### config.mk
export PLATFORM = sky130hd
export DESIGN_NAME = drf_ctrl
export DESIGN_NICKNAME = d
export VERILOG_FILES = /design/src/rtl/core/drf_pkg.sv /design/src/rtl/core/drf_ctrl.sv
export SDC_FILE = /design/constraint.sdc
export NUM_CORES = 1
export LEC_CHECK = 0
export CORE_ASPECT_RATIO = 1.25
export CORE_MARGIN = 2
export CORE_UTILIZATION = 45
export DETAILED_ROUTE_END_ITERATION = 8
export DONT_BUFFER_PORTS = 1
export HOLD_SLACK_MARGIN = 0.12
export PLACE_DENSITY = 0.64
export SYNTH_ARGS = -nofsm -noshare
export SYNTH_HDL_FRONTEND = slang
export SYNTH_SLANG_ARGS = --single-unit
### constraint.sdc
create_clock -name clk_i -period 3.55 [get_ports clk_i]
set_input_delay 0.71 -clock clk_i [delete_from_list [all_inputs] [get_ports clk_i]]
set_output_delay 0.71 -clock clk_i [all_outputs]
set_load 0.005 [all_outputs]
### src/rtl/core/drf_pkg.sv
// Shared types and constants of the delta regression feature block.
// No dependencies; the controller, datapath, top level and bench import this package.
package drf_pkg;

  // Widths fixed by the item fields and by the supported parameter range
  localparam int unsigned SAMPLE_W     = 32;
  localparam int unsigned DELTA_W      = 33;
  localparam int unsigned FRAME_W      = 16;
  localparam int unsigned COLUMN_W     = 6;
  localparam int unsigned CFG_W        = 7;
  localparam int unsigned CFG_HW_W     = 4;
  localparam int unsigned CFG_COLS_W   = 7;
  localparam int unsigned HW_LIMIT     = 16;  // largest supported half width
  localparam int unsigned HW_W         = 5;   // holds 0..HW_LIMIT
  localparam int unsigned ACC_W        = 42;  // signed weighted sum, worst case
  localparam int unsigned DEN_W        = 12;  // holds the largest divisor
  localparam int unsigned DIV_CNT_W    = 6;   // counts ACC_W divider steps

  // Register reset values
  localparam logic [CFG_HW_W-1:0]   HALF_WIDTH_RESET = 4'd2;
  localparam logic [CFG_COLS_W-1:0] COLUMNS_RESET    = 7'd13;

  // Register indexes
  typedef enum logic {
    REG_HALF_WIDTH = 1'b0,
    REG_COLUMNS    = 1'b1
  } cfg_reg_e;

  // Divisor table: twice the sum of squares, W*(W+1)*(2W+1)/3
  typedef logic [DEN_W-1:0] denom_tab_t [0:HW_LIMIT];

  function automatic denom_tab_t build_denom_tab();
    denom_tab_t tab;
    for (int i = 0; i <= HW_LIMIT; i++) begin
      tab[i] = DEN_W'((i * (i + 1) * (2 * i + 1)) / 3);
    end
    return tab;
  endfunction

  localparam denom_tab_t DENOM_TAB = build_denom_tab();

  // Channel payloads
  typedef struct packed {
    logic signed [SAMPLE_W-1:0] sample_value;
    logic                       final_frame;
  } in_item_t;

  typedef struct packed {
    logic signed [DELTA_W-1:0] delta_value;
    logic [FRAME_W-1:0]        frame_number;
    logic [COLUMN_W-1:0]       column_number;
    logic                      run_end;
  } out_item_t;

  // Controller states
  typedef enum logic [2:0] {
    ST_IDLE,
    ST_WRITE,
    ST_START,
    ST_READ,
    ST_DRAIN,
    ST_DIV_LOAD,
    ST_DIV_RUN,
    ST_EMIT
  } drf_state_e;

  // Controller to datapath
  typedef struct packed {
    logic            take;       // latch the input item, advance counters
    logic            write;      // store the sample in the frame ring
    logic            acc_clr;    // start a new weighted sum
    logic            rd_en;      // fetch one tap
    logic            rd_behind;  // tap lies before the target frame
    logic [HW_W-1:0] tap;        // tap distance l
    logic [HW_W-1:0] lag;        // target frame lies lag frames back
    logic            div_load;
    logic            div_step;
    logic            emit;
    logic            run_end;
  } dp_cmd_t;

  // Datapath to controller
  typedef struct packed {
    logic [HW_W-1:0] half_width;
    logic [HW_W-1:0] lag_first;  // lag of the oldest result of this item
    logic            emit_any;
    logic            final_item;
    logic            out_free;
  } dp_status_t;

endpackage

### src/rtl/core/drf_ctrl.sv
// Sequencer: walks results, taps and divider steps for one item at a time.
// Depends on drf_pkg for state, command and status types.
module drf_ctrl (
  input  logic                clk_i,
  input  logic                rst_ni,
  input  logic                in_valid_i,
  output logic                in_ready_o,
  input  drf_pkg::dp_status_t status_i,
  output drf_pkg::dp_cmd_t    cmd_o
);
  import drf_pkg::*;

  drf_state_e           state_q, state_d;
  logic [HW_W-1:0]      lag_q, lag_d;
  logic [HW_W-1:0]      tap_q, tap_d;
  logic                 side_q, side_d;
  logic [DIV_CNT_W-1:0] cnt_q, cnt_d;

  // State and loop registers
  always_ff @(posedge clk_i or negedge rst_ni) begin
    if (!rst_ni) begin
      state_q <= ST_IDLE;
      lag_q   <= '0;
      tap_q   <= '0;
      side_q  <= 1'b0;
      cnt_q   <= '0;
    end else begin
      state_q <= state_d;
      lag_q   <= lag_d;
      tap_q   <= tap_d;
      side_q  <= side_d;
      cnt_q   <= cnt_d;
    end
  end

  // Next state and commands
  always_comb begin
    state_d    = state_q;
    lag_d      = lag_q;
    tap_d      = tap_q;
    side_d     = side_q;
    cnt_d      = cnt_q;
    in_ready_o = 1'b0;
    cmd_o      = '0;
    cmd_o.tap  = tap_q;
    cmd_o.lag  = lag_q;
    cmd_o.rd_behind = side_q;
    cmd_o.run_end   = !status_i.final_item || (lag_q == '0);

    unique case (state_q)
      ST_IDLE: begin
        in_ready_o = 1'b1;
        if (in_valid_i) begin
          cmd_o.take = 1'b1;
          state_d    = ST_WRITE;
        end
      end
      ST_WRITE: begin
        cmd_o.write = 1'b1;
        lag_d       = status_i.lag_first;
        state_d     = status_i.emit_any ? ST_START : ST_IDLE;
      end
      ST_START: begin
        cmd_o.acc_clr = 1'b1;
        tap_d         = HW_W'(1);
        side_d        = 1'b0;
        state_d       = ST_READ;
      end
      ST_READ: begin
        cmd_o.rd_en = 1'b1;
        if (side_q) begin
          side_d = 1'b0;
          if (tap_q == status_i.half_width) begin
            state_d = ST_DRAIN;
          end else begin
            tap_d = tap_q + HW_W'(1);
          end
        end else begin
          side_d = 1'b1;
        end
      end
      ST_DRAIN: begin
        state_d = ST_DIV_LOAD;
      end
      ST_DIV_LOAD: begin
        cmd_o.div_load = 1'b1;
        cnt_d          = DIV_CNT_W'(ACC_W - 1);
        state_d        = ST_DIV_RUN;
      end
      ST_DIV_RUN: begin
        cmd_o.div_step = 1'b1;
        cnt_d          = cnt_q - DIV_CNT_W'(1);
        if (cnt_q == '0) begin
          state_d = ST_EMIT;
        end
      end
      ST_EMIT: begin
        if (status_i.out_free) begin
          cmd_o.emit = 1'b1;
          if (cmd_o.run_end) begin
            state_d = ST_IDLE;
          end else begin
            lag_d   = lag_q - HW_W'(1);
            state_d = ST_START;
          end
        end
      end
      default: state_d = ST_IDLE;
    endcase
  end
endmodule

* After elaboration in Yosys (flattened, before gate mapping)
Cells that the tools add are included.
** Storage, ports and cells
- Latch bits :: 0
- Output and inout bits :: 20
- Bits in read-only memories :: 0
- Memories :: 0
- Bits in writable memories :: 0
- Flip-flop bits (word level) :: 20
- Bits of input ports :: 16
- Logic and storage cells :: 61
** Cells by class
- Bitwise operators :: 0
- Shift-type cells :: 0
- Reductions and logical operators :: 11
- Eq/ne operators :: 15
- Div/mod/pow operators :: 0
- $add $sub $neg :: 3
- Magnitude comparators :: 0
- Multiplexer cells :: 27
- Multipliers :: 0
** Operator list (number)
- 3-bit case mux with 8 select lines :: 1
- 5-bit two-way mux :: 4
- 5-bit case mux with 2 select lines :: 2
- 3-bit two-way mux :: 5
- 2-bit != test (second input constant) :: 7
- 3-bit == test (second input constant) :: 4
- 6-bit case mux with 2 select lines :: 1
- 1-bit two-way mux :: 11
- 3-bit by 2-bit == test with 1-bit output (second input constant) :: 2
- 6-bit logical NOT :: 1
- 3-bit AND reduction :: 2
- 2-bit nonzero test :: 3
- 6-bit by 1-bit subtractor with 6-bit output (second input constant) :: 1
- 5-bit by 1-bit adder with 5-bit output (second input constant) :: 1
- 5-bit == test :: 1
- 5-bit logical NOT :: 1
- 5-bit AND reduction :: 1
- 5-bit by 1-bit subtractor with 5-bit output (second input constant) :: 1
- 2-bit two-way mux :: 2
- 3-bit by 1-bit == test with 1-bit output (second input constant) :: 1
- 3-bit logical NOT :: 1
- 1-bit case mux with 2 select lines :: 1
- 1-bit logical NOT :: 1
- 1-bit logical OR :: 1

* Logic depth before layout (Yosys ltp)
- Depth in word-level cells :: 5
- Mapped depth :: 6
- Mapped depth without buffers :: 6

* Worst setup path before layout
Ideal clock, no wire load.
- Path kind :: flip-flop to output port
- Start point :: register lag_q[0]
- End point :: output port cmd_o[0] (netlist name)
- Data required time :: 2.840 ns
- Stages on the path, launching flop included :: 5
- Buffers on the path :: 0
- Arrival time :: 1.221 ns
- Path slack :: 1.619 ns
- Cell sequence :: dfrtp_1 > inv_1 > ha_1 > or4b_4 > nand2_1
** RTL lines
- start, declared :: RTL line drf_ctrl.sv:14 : logic [HW_W-1:0] lag_q, lag_d;
- start signal, assigned :: RTL line drf_ctrl.sv:29 : lag_q <= lag_d;
- end, declared :: RTL line drf_ctrl.sv:9 : output drf_pkg::dp_cmd_t cmd_o

==> metrics.cfg <==
[floorplan]
start_util = 0.477
rows = 21
die-height_microns = 63.9
die_area_sq_um = 3310
core_sq_um = 2710
pin_count = 36
die_w_microns = 51.9

[sta]
clock_skew_ns = 0.00254
hold_viol_final = 0
fin_crit_sh = 0.718
setup-tns-final_ns = 0
rsz0062_at_grt = no
relSlewSlack = 0.388
slew_violations = 0
tightest_slew_ns = 0.915
fmax_ghz = 0.393
period_minus_slack_ns = 2.55
finalSetupViolations = 0

[detailed_routing]
wire_per_inst_microns = 16.2
firstDrtPassIters = 4
drt_iter0_drc = 42
viasPerCell = 6.15
post-route-drc-count = 0
ant_nets = 0
via_count = 1114
wl_microns = 2930

[clocking]
worstSkewPairLatency_ns = 0.30
path_clk_slew_ns = 0.12
cts-buffers-inserted = 3
cts_htree_levels = 1
cts_tree = yes
cts-root-buf = clkbuf_4
cts_setup_buffers = 0
clockBufferDepth = 2
cts.sinks = 20

[finish]
n_antenna_cell = 0
ff_latch_area_sq_um = 500
layout-drive-gt1-share = 0.0816
fin_nets = 168
syn_to_final_growth_pct = 3.10
multi_input_comb_area_sq_um = 699
final_area_sq_um = 1330
fillers = 266
final_util = 0.491

[synthesis]
synthTopCellsByCount = dfrtp_1, o21ai_0, nor2_1
yosys_warnings = 0
netlist_area_sq_um = 1290
synth_edf_count = 0
postSynthNetCount = 171
ys_seq_elements = 20
synth-seq-area-share = 0.388
synth_area_per_cell_sq_um = 8.54
async_flop_share = 1.00
synthDistinctLibCells = 44
syn_inst = 151
yosys-top-cells-area = dfrtp_1, o21ai_0, ha_1
ys.flop_type = dfrtp_1
post-synth-top-count-cell = dfrtp_1
yosysTopAreaCellShare = 0.388
yosysTopAreaCell = dfrtp_1

[grt]
grt_overflow = 0
grt_pass1_vias = 1106
grt_pass1_wl_microns = 4910
track_usage = 0.187
grt_max_degree = 21
antenna_found_initial = 0

[placement]
place_area_sq_um = 1280
dpl.hpwl_microns = 2170
gp_congestion = 0.809
io_buffer_count = 0

[status]
status = complete, no violations

[power_and_ir_drop]
p_total_mw = 1.14
p_comb_frac = 0.450
p_seq_frac = 0.432
power_density_nw_per_um2 = 860
intPower_mw = 0.602
power.share.clock = 0.118
sw_frac_of_total = 0.474
leakage_nw = 0.557
ir_drop_mv = 0.427
power.switching_mw = 0.542

[worst_setup_path]
required_ns = 2.84
critPathLaunchType = flip-flop
cp_max_fo = 20
max_stage_delay_ns = 0.72
worstPathArrival_ns = 1.84
crit_type = flip-flop to output pin
end_kind = output pin
crit_chain = inv_2 > or3_1 > inv_1
crit_slowest_cell = dfrtp_1

[min_path]
worstHoldPathType = flip-flop to flip-flop

[flow_run]
drv_cap = 0

==> layout make-up <==
type | instances | area share
multi-input combinational | 111 | 0.526
sequential | 20 | 0.376
tap | 34 | 0.0320
inverter | 11 | 0.0310
clock buffer | 4 | 0.0273
timing repair buffer | 1 | 0.00753
==> flip-flops by register name, indices dropped and copies added, names as in the netlist <==
register	cells
cnt_q	6
lag_q	5
tap_q	5
state_q	3
side_q	1
==> kinds of logic (layout without fill, tap and decap cells) <==
group / count (synthesis) / after routing / synth area share
AND/OR/NAND/NOR: 53 / 53 / 0.220
AO/OA/AOI/OAI: 48 / 48 / 0.242
buffers and inverters: 20 / 16 / 0.0698
flip-flops: 20 / 20 / 0.388
adder cells (fa/ha/maj): 4 / 4 / 0.0388
XOR/XNOR: 6 / 6 / 0.0407
==> worst paths after layout <==
| kind | from | endpoint | slack, ns | cells after the start |
|---|---|---|---|---|
| worst max register to register | state_q[1] | tap_q[3] | 1.66 | 4 |
| max in group asynchronous | rst_ni | cnt_q[1] | 2.02 | 1 |
| worst min-delay path | cnt_q[4] | cnt_q[4] | 0.49 | 1 |
| worst min register to register | cnt_q[4] | cnt_q[4] | 0.49 | 1 |
| min in group asynchronous | rst_ni | lag_q[4] | 0.98 | 1 |
| worst max-delay path | state_q[0] | cmd_o[3] | 1.00 | 3 |
==> power by group through the flow <==
stage	Combinational, mW	Clock [mW]	Sequential [mW]
2_1_floorplan	0.508	0	0.405
5_1_grt	0.589	0.148	0.516
6_report	0.515	0.135	0.494
3_3_place_gp	0.497	0	0.492
3_5_place_dp	0.510	0	0.497
4_1_cts	0.518	0.140	0.493
==> worst max-delay path: cells and delay by family, from the launching register on <==
| kind | cells | cell delay, ns |
|---|---|---|
| AND/OR/NAND/NOR | 1 | 0.50 |
| buffers and inverters | 2 | 0.32 |
| flip-flops | 1 | 0.72 |
==> metrics by stage <==
stage                     hold slack [ns]  instances  setup WS, ns
after global placement              0.415        176          1.43
after floorplan                     0.414        151          1.62
after global routing                0.517        181         0.885
final                               0.489        181          1.00
after detailed placement            0.415        176          1.37
after CTS                           0.487        181          1.01
==> cells in the final DEF, fill, tap and decap left out, types with 2 or more instances in the layout <==
| master | netlist | final |
|---|---|---|
| dfrtp_1 | 20 | 20 |
| o21ai_0 | 16 | 16 |
| nor2_1 | 13 | 13 |
| inv_1 | 9 | 9 |
| nand3_1 | 8 | 8 |
| a21oi_1 | 7 | 7 |
| nand2_1 | 6 | 6 |
| nor3_1 | 5 | 5 |
| and3_1 | 4 | 4 |
| nand4_1 | 4 | 4 |
| o22ai_1 | 4 | 4 |
| ha_1 | 4 | 4 |
| xor2_1 | 3 | 3 |
| xnor2_1 | 3 | 3 |
| o21ai_1 | 3 | 3 |
| clkbuf_4 | 0 | 3 |
| inv_2 | 2 | 2 |
| nand2b_1 | 2 | 2 |
| and2_1 | 2 | 2 |
| nor3b_1 | 2 | 2 |
| o311ai_0 | 2 | 2 |
| or2_2 | 2 | 2 |
| a211oi_1 | 2 | 2 |
| a31oi_1 | 2 | 2 |
==> per-layer routing <==
layer	up-vias	global-route usage	wire length, microns
met5	-	0	0
met4	0	0.0493	24
met2	41	0.328	1500
li1	539	-	-
met1	530	0.228	1210
met3	4	0.0374	196
==> timing repair <==
| item | in CTS | in global routing |
|---|---|---|
| resized for setup | 0 | 0 |
| hold buffers | 1 | 0 |
| endpoints found under the hold margin | 20 | 0 |
No activity file was read; power rests on OpenSTA's default activity.
